--- src/rtl/core/dit_pkg.sv ---
// shared types and constants for the dns identifier translation table
package dit_pkg;

    localparam int ID_W      = 16;
    localparam int NETIF_W   = 8;
    localparam int TAG_W     = 16;
    localparam int RND_W     = 7;
    localparam int VERDICT_W = 2;

    localparam int DEF_TABLE_DEPTH = 512;
    localparam int DEF_TAG_BITS    = 16;

    localparam logic [VERDICT_W-1:0] VERDICT_QUERY = 2'd0;
    localparam logic [VERDICT_W-1:0] VERDICT_MATCH = 2'd1;
    localparam logic [VERDICT_W-1:0] VERDICT_DROP  = 2'd2;

    // classified header waiting for the table
    typedef struct packed {
        logic               is_response;
        logic [ID_W-1:0]    ident_in;
        logic [ID_W-1:0]    remote_id;
        logic [NETIF_W-1:0] netif_in;
        logic [TAG_W-1:0]   client_tag;
    } t_work;

endpackage

--- src/rtl/core/dit_hdr_if.sv ---
// header channel carrying one dns header beat
interface dit_hdr_if
    import dit_pkg::*;
();
    logic               valid;
    logic               ready;
    logic               is_response;
    logic [ID_W-1:0]    ident_in;
    logic [NETIF_W-1:0] netif_in;
    logic [TAG_W-1:0]   client_tag;
    logic [RND_W-1:0]   random_high;

    modport source (
        output valid, is_response, ident_in, netif_in, client_tag, random_high,
        input  ready
    );
    modport sink (
        input  valid, is_response, ident_in, netif_in, client_tag, random_high,
        output ready
    );
endinterface

--- src/rtl/core/dit_front.sv ---
// front end: accepts headers, assigns query slots, queues work for the table
module dit_front
    import dit_pkg::*;
#(
    parameter int TABLE_DEPTH = DEF_TABLE_DEPTH
) (
    input  logic        i_clk,
    input  logic        i_rst_n,
    dit_hdr_if.sink     i_hdr,
    input  logic        i_init_done,
    input  logic        i_pop,
    output logic        o_q_valid,
    output t_work       o_q_work
);
    localparam int IDX_W = $clog2(TABLE_DEPTH);

    logic [IDX_W-1:0] r_alloc, n_alloc;
    t_work            r_q [2];
    logic             r_wp, r_rp;
    logic [1:0]       r_cnt, n_cnt;
    logic             w_accept;
    t_work            w_work;

    assign i_hdr.ready = (r_cnt != 2'd2) && i_init_done;
    assign w_accept    = i_hdr.valid && i_hdr.ready;
    assign o_q_valid   = (r_cnt != 2'd0);
    assign o_q_work    = r_q[r_rp];

    always_comb begin
        w_work.is_response = i_hdr.is_response;
        w_work.ident_in    = i_hdr.ident_in;
        // remote id: random bits above the slot index, upper bits dropped
        w_work.remote_id   = ID_W'({i_hdr.random_high, r_alloc});
        w_work.netif_in    = i_hdr.netif_in;
        w_work.client_tag  = i_hdr.client_tag;
    end

    always_comb begin
        n_alloc = r_alloc;
        if (w_accept && !i_hdr.is_response) begin
            n_alloc = r_alloc + 1'b1;
        end
        n_cnt = r_cnt;
        if (w_accept && !i_pop) begin
            n_cnt = r_cnt + 2'd1;
        end else if (!w_accept && i_pop) begin
            n_cnt = r_cnt - 2'd1;
        end
    end

    always_ff @(posedge i_clk) begin
        if (!i_rst_n) begin
            r_alloc <= '0;
            r_wp    <= 1'b0;
            r_rp    <= 1'b0;
            r_cnt   <= 2'd0;
        end else begin
            r_alloc <= n_alloc;
            r_cnt   <= n_cnt;
            if (w_accept) begin
                r_wp <= ~r_wp;
            end
            if (i_pop) begin
                r_rp <= ~r_rp;
            end
        end
    end

    always_ff @(posedge i_clk) begin
        if (w_accept) begin
            r_q[r_wp] <= w_work;
        end
    end

endmodule

--- src/flat_wrapper.sv ---
// flat-port wrapper written by rule: the top's interface ports become plain ports
module dit_front_flat import dit_pkg::*;
#(
    parameter int TABLE_DEPTH = DEF_TABLE_DEPTH
)
  (i_clk, i_rst_n, i_init_done, i_pop, o_q_valid, o_q_work, i_hdr_valid, i_hdr_is_response, i_hdr_ident_in, i_hdr_netif_in, i_hdr_client_tag, i_hdr_random_high, i_hdr_ready);
  dit_hdr_if i_hdr_i ();
  input  logic i_clk;
  input  logic i_rst_n;
  input  logic i_init_done;
  input  logic i_pop;
  output logic o_q_valid;
  output t_work o_q_work;
  input wire logic [$bits(i_hdr_i.valid)-1:0] i_hdr_valid;
  input wire logic [$bits(i_hdr_i.is_response)-1:0] i_hdr_is_response;
  input wire logic [$bits(i_hdr_i.ident_in)-1:0] i_hdr_ident_in;
  input wire logic [$bits(i_hdr_i.netif_in)-1:0] i_hdr_netif_in;
  input wire logic [$bits(i_hdr_i.client_tag)-1:0] i_hdr_client_tag;
  input wire logic [$bits(i_hdr_i.random_high)-1:0] i_hdr_random_high;
  output wire logic [$bits(i_hdr_i.ready)-1:0] i_hdr_ready;
  assign i_hdr_i.valid = i_hdr_valid;
  assign i_hdr_i.is_response = i_hdr_is_response;
  assign i_hdr_i.ident_in = i_hdr_ident_in;
  assign i_hdr_i.netif_in = i_hdr_netif_in;
  assign i_hdr_i.client_tag = i_hdr_client_tag;
  assign i_hdr_i.random_high = i_hdr_random_high;
  assign i_hdr_ready = i_hdr_i.ready;
  dit_front #(.TABLE_DEPTH(TABLE_DEPTH)) u_core (.i_clk(i_clk), .i_rst_n(i_rst_n), .i_hdr(i_hdr_i), .i_init_done(i_init_done), .i_pop(i_pop), .o_q_valid(o_q_valid), .o_q_work(o_q_work));
endmodule
--- config.mk ---
export PLATFORM = sky130hd
export DESIGN_NAME = dit_front_flat
export DESIGN_NICKNAME = d
export VERILOG_FILES = /design/src/rtl/core/dit_pkg.sv /design/src/rtl/core/dit_hdr_if.sv /design/src/rtl/core/dit_front.sv /design/src/flat_wrapper.sv
export SDC_FILE = /design/constraint.sdc
export NUM_CORES = 1
export LEC_CHECK = 0
export ABC_AREA = 1
export BUFFER_PORTS_ARGS = -buffer_cell sky130_fd_sc_hd__clkbuf_2
export CORE_MARGIN = 2
export CORE_UTILIZATION = 50
export CTS_CLUSTER_SIZE = 28
export DETAILED_ROUTE_END_ITERATION = 12
export PLACE_DENSITY = 0.79
export SYNTH_ARGS = -nofsm -noshare
export SYNTH_HDL_FRONTEND = slang
export SYNTH_SLANG_ARGS = --single-unit
--- constraint.sdc ---
create_clock -name i_clk -period 4.65 [get_ports i_clk]
set_input_delay 0.6975 -clock i_clk [delete_from_list [all_inputs] [get_ports i_clk]]
set_output_delay 0.6975 -clock i_clk [all_outputs]
set_load 0.01 [all_outputs]
==> Word level (Yosys, flattened, before mapping) <==
Memory sizes are Yosys's and may differ from the RTL's. A register that Yosys moved wholly into a read port is not among the register bits.
Index checks and enable logic that the tools add are counted.
{ "classes": {"add_sub_neg": 3, "eq_ne": 1, "mux": 6, "n_bitwise": 2, "reduce_logical": 10} }
{ "ops": {"columns": ["op", "n"], "rows": [
  ["$add 9x1->9 const B", 1],
  ["$logic_and 1x1->1", 5],
  ["$mux 1", 4],
  ["$mux 2", 2],
  ["$reduce_bool 2->1", 2],
  ["$logic_not 1->1", 3],
  ["$add 2x1->2 const B", 1],
  ["$ne 2x2->1 const B", 1],
  ["$not 1->1", 2],
  ["$sub 2x1->2 const B", 1]
]} }
{ "totals": {"register_bits": 13, "mem_bits_rw": 114, "input_bits": 53, "out_inout_bits": 59, "word_cells": 27, "memories": 1} }
{ "mem_list": {"columns": ["memory", "depth", "word_bits", "read_ports", "rd_ports_with_merged_regs", "write_ports", "line", "source"], "rows": [
  ["u_core.r_q", 2, 57, 1, 1, 1, "dit_front.sv:18", "t_work r_q [2];"]
]} }

==> Depth between registers and ports, before layout <==
{ "depth": {"ltp_word": 7, "ltp_mapped": 10, "depth_no_buf": 10} }

==> Least setup slack after synthesis <==
OpenSTA, ideal clock, no wires.
{ "synth_path": {"path_kind": "input -> register", "from": "in i_hdr_valid", "to": "mem u_core.r_q[0][0] (netlist name) (enable)", "setup_ps": 472, "t_arrival_ps": 3225, "t_required_ps": 4178, "path_slack_ps": 953, "stages": 2, "n_path_buf": 0, "cell_sequence": "nand3_4 -> nor2_1"} }
{ "synth_between": {"elab_chain_len": 3} }
{ "synth_lines": {"columns": ["element", "line", "source"], "rows": [
  ["start, declared", "flat_wrapper.sv:14", "input wire logic [$bits(i_hdr_i.valid)-1:0] i_hdr_valid;"],
  ["$logic_and 1x1->1", "dit_front.sv:25", "assign w_accept = i_hdr.valid && i_hdr.ready;"],
  ["$mux 1", "dit_front.sv:70", "if (w_accept) begin"],
  ["$mux 1 (not written as such)", "dit_front.sv:71", "r_q[r_wp] <= w_work;"],
  ["end, declared", "dit_front.sv:18", null]
]} }
Every way passes these cells.

==> run_results.csv <==
group,metric,value,unit
floorplan,start_util,52.0,%
timing,worst_slew_pin_slew,1.09,ns
placement,hpwlAfterDp,5.63,mm
synthesis,syn_nets,327,
placement,placed_area,5540,um^2
clock_network,ctsResizeCount,0,
worst_setup_path,reg2reg_to,"u_core.r_q[1][17]",
drt,route.detailed.vias_per_inst,4.98,
layout,design.final.nets,452,
run_status,outcome,"complete, no violations",
layout,layout-drive-gt1-share,53.7,%
timing,final_min_period_over_clock_period,66.4,%
layout,final_common_cell,"sky130_fd_sc_hd__edfxtp_1",
power_and_ir_drop,power.total,2.82,mW
drt,ant_nets,0,
global_routing,grt_pass1_vias,2706,
worst_setup_path,critPathArrivalTime,2.39,ns
synthesis,flop_and_latch_count_out_of_synthesis,128,
worst_hold_path,min_from,"i_hdr_ident_in[8]",
layout,postLayoutCoreUtil,65.5,%
worst_setup_path,worstSetupStartpointType,"flop",
worst_setup_path,timing.rr.start,"u_core.r_cnt[0]",
clock_network,cts.sink_count,128,
synthesis,asyncSetResetFlopFracSynth,0,%
timing,setup_total_negative_slack,0,ns
clock_network,post-cts-setup-buffer-count,0,
timing,hold_ws,0.382,ns
timing,finalCriticalPeriod,3.09,ns
synthesis,synth_top_flop_cell,"sky130_fd_sc_hd__edfxtp_1",
synthesis,post_synth.cell_area_avg,17.8,um^2
worst_setup_path,largest_fanout_on_the_critical_path,39,
drt,routedWlPerCell,16.0,um
placement,numPortBuffers,111,
floorplan,floorplan.die_area,10500,um^2
layout,n_antenna_cell,0,
layout,area_delta_synth_final,26.1,%
timing,max_slew_margin,27.1,%
worst_hold_path,timing.hold.worst_endpoint,"u_core.r_q[0][48]",
floorplan,ioPinCount,112,
clock_network,clkTransAtPathRegs,0.06,ns
clock_network,postCtsHoldBufs,0,
clock_network,cts.htree.levels,4,
worst_setup_path,worstPathRequired,3.95,ns
clock_network,cts-buffers-inserted,17,
worst_setup_path,cp_slowest_cell,"sky130_fd_sc_hd__dfxtp_2",
drt,drcViolationCount,0,
synthesis,synth.area.top_cells,"sky130_fd_sc_hd__edfxtp_1 (71%), sky130_fd_sc_hd__mux2_2 (13%), sky130_fd_sc_hd__dfxtp_1 (5.8%)",
worst_setup_path,ff2ff_setup_slack,2.33,ns
worst_hold_path,hold_class,"in -> reg",
synthesis,synth_largest_type_area_fraction,70.6,%
floorplan,std_cell_rows,35,
worst_setup_path,setup.worst_path.end_class,"output port",
worst_setup_path,crit_type,"reg -> out",
synthesis,mappedNetlistArea,4850,um^2
drt,initialDrtViolationCount,87,
clock_network,cts_tree,"yes",
job,max_cap_viol_count,0,
timing,slew_violations,0,
floorplan,fp.coreArea,9330,um^2
timing,timing.fmax,324,MHz
synthesis,synth-seq-area-share,76.4,%
worst_setup_path,critical-path-max-stage-delay,0.92,ns
global_routing,grt_pass1_wl,13.1,mm
synthesis,synth_cells,272,
floorplan,dieWidth,102,um
worst_hold_path,timing.hold.worst_path_depth,1,
layout,layout.cells.most_common_list,"sky130_fd_sc_hd__edfxtp_1 (114), sky130_fd_sc_hd__clkbuf_2 (111), sky130_fd_sc_hd__mux2_2 (57)",
power_and_ir_drop,power_density,461,nW/um^2
synthesis,yosys.cell_types.count,24,
placement,globalplace.congestion,0.787,
floorplan,floorplan.die.height,102,um
global_routing,grt_antenna_before_repair,0,
worst_setup_path,path_cells,"buf_4 -> mux2_2 -> clkbuf_2",
clock_network,cts-root-to-sink-buffers,2,
synthesis,synth.yosys.warnings,0,
clock_network,clkLatencyLatePin,0.50,ns
synthesis,synth.largest_area_cell,"sky130_fd_sc_hd__edfxtp_1",
timing,rsz0062_at_grt,"no",
layout,final.fill_count,658,
worst_setup_path,crit_family,"flip-flops",
global_routing,overflow,0,
global_routing,grt_use_total,17.0,%
drt,drt_pass1_iterations,4,
layout,finalInstanceArea,6110,um^2
power_and_ir_drop,worst_ir_drop_vdd,0.329,mV
drt,detail_route.wirelength,8.61,mm
drt,vias,2684,
worst_setup_path,reg2reg_depth,5,
power_and_ir_drop,lkg_pwr,2.30,nW
timing,setup_viol,0,
synthesis,number_of_synthesized_flops_with_an_enable_pin,114,
timing,finalHoldViolations,0,
timing,skew,0.00807,ns
clock_network,cts_root_buf,"sky130_fd_sc_hd__clkbuf_8",
global_routing,grt_max_degree,40,
worst_setup_path,timing.critical_path.buf_inv,2,
-- how the worst max path moves through the flow --
stage / start / to / slack [ns] / cells after the start
CTS: flop / o_q_work[26] / 1.48 / 3
floorplan: i_hdr_valid / u_core.r_q[0][0] / 0.95 / 2
global placement: i_init_done / u_core.r_q[1][10] / 1.98 / 4
finish: flop / o_q_work[26] / 1.56 / 3
global route: flop / o_q_work[26] / 1.41 / 3
detailed placement: i_init_done / u_core.r_q[1][20] / 1.96 / 4
-- stage by stage --
step,worst slack [ns],std cells
3_5_place_dp,1.96,507
6_report,1.56,539
3_3_place_gp,1.98,507
5_1_grt,1.41,539
4_1_cts,1.48,539
2_1_floorplan,0.953,272
-- sequential cells by signal, indices dropped and copies added (netlist names), named ones only --
name	cells
u_core.r_q	114
u_core.r_wp	1
u_core.r_cnt	2
u_core.r_rp	1
u_core.r_alloc	9
-- Yosys cell counts, types with 2 or more instances --
master,number
sky130_fd_sc_hd__a21oi_1,3
sky130_fd_sc_hd__a21oi_2,8
sky130_fd_sc_hd__buf_2,4
sky130_fd_sc_hd__buf_4,3
sky130_fd_sc_hd__dfxtp_1,14
sky130_fd_sc_hd__edfxtp_1,114
sky130_fd_sc_hd__ha_1,2
sky130_fd_sc_hd__inv_1,11
sky130_fd_sc_hd__mux2_2,57
sky130_fd_sc_hd__nand2_1,16
sky130_fd_sc_hd__nand2_2,2
sky130_fd_sc_hd__nand3_1,9
sky130_fd_sc_hd__nor2_1,15
sky130_fd_sc_hd__o21ai_0,3
sky130_fd_sc_hd__xor2_1,2
-- area by class of cell --
class	instances	area, um^2	share of cell area [%]
Tap cell	129	161	2.64
Clock buffer	17	414	6.78
Timing Repair Buffer	114	578	9.46
Multi-Input combinational cell	124	1050	17.2
Sequential cell	128	3700	60.6
Clock inverter	15	159	2.60
Inverter	12	45.0	0.737
-- kinds of logic (layout without fill, tap and decap cells) --
logic type,after synthesis,count (layout),synth area share (%)
compound gates,15,15,2.22
xor+xnor,3,3,0.542
fa+ha+maj,2,2,0.516
buf+inv,20,158,2.22
flops,128,128,76.4
mux,57,57,13.2
simple gates,47,47,4.83
-- worst register-to-register path, delay by kind of cell, from the launching register on --
family,cells,cell delay [ns]
and+or+nand+nor,3,1.07
buffers and inverters,2,0.55
DFF,1,0.38
-- report_power, final --
part	switching, mW	internal, mW
registers	0.0265	1.30
clock network	0.490	0.768
logic	0.120	0.107
total	0.636	2.18
-- routing by layer --
metal | global-route usage [%] | up-vias | routed length [um]
met2 | 28.8 | 78 | 4550
li1 | - | 1277 | -
met1 | 20.1 | 1322 | 3610
met3 | 5.61 | 7 | 389
met4 | 6.77 | 0 | 68
met5 | 0 | - | 0
No activity file was read; power rests on OpenSTA's default activity.
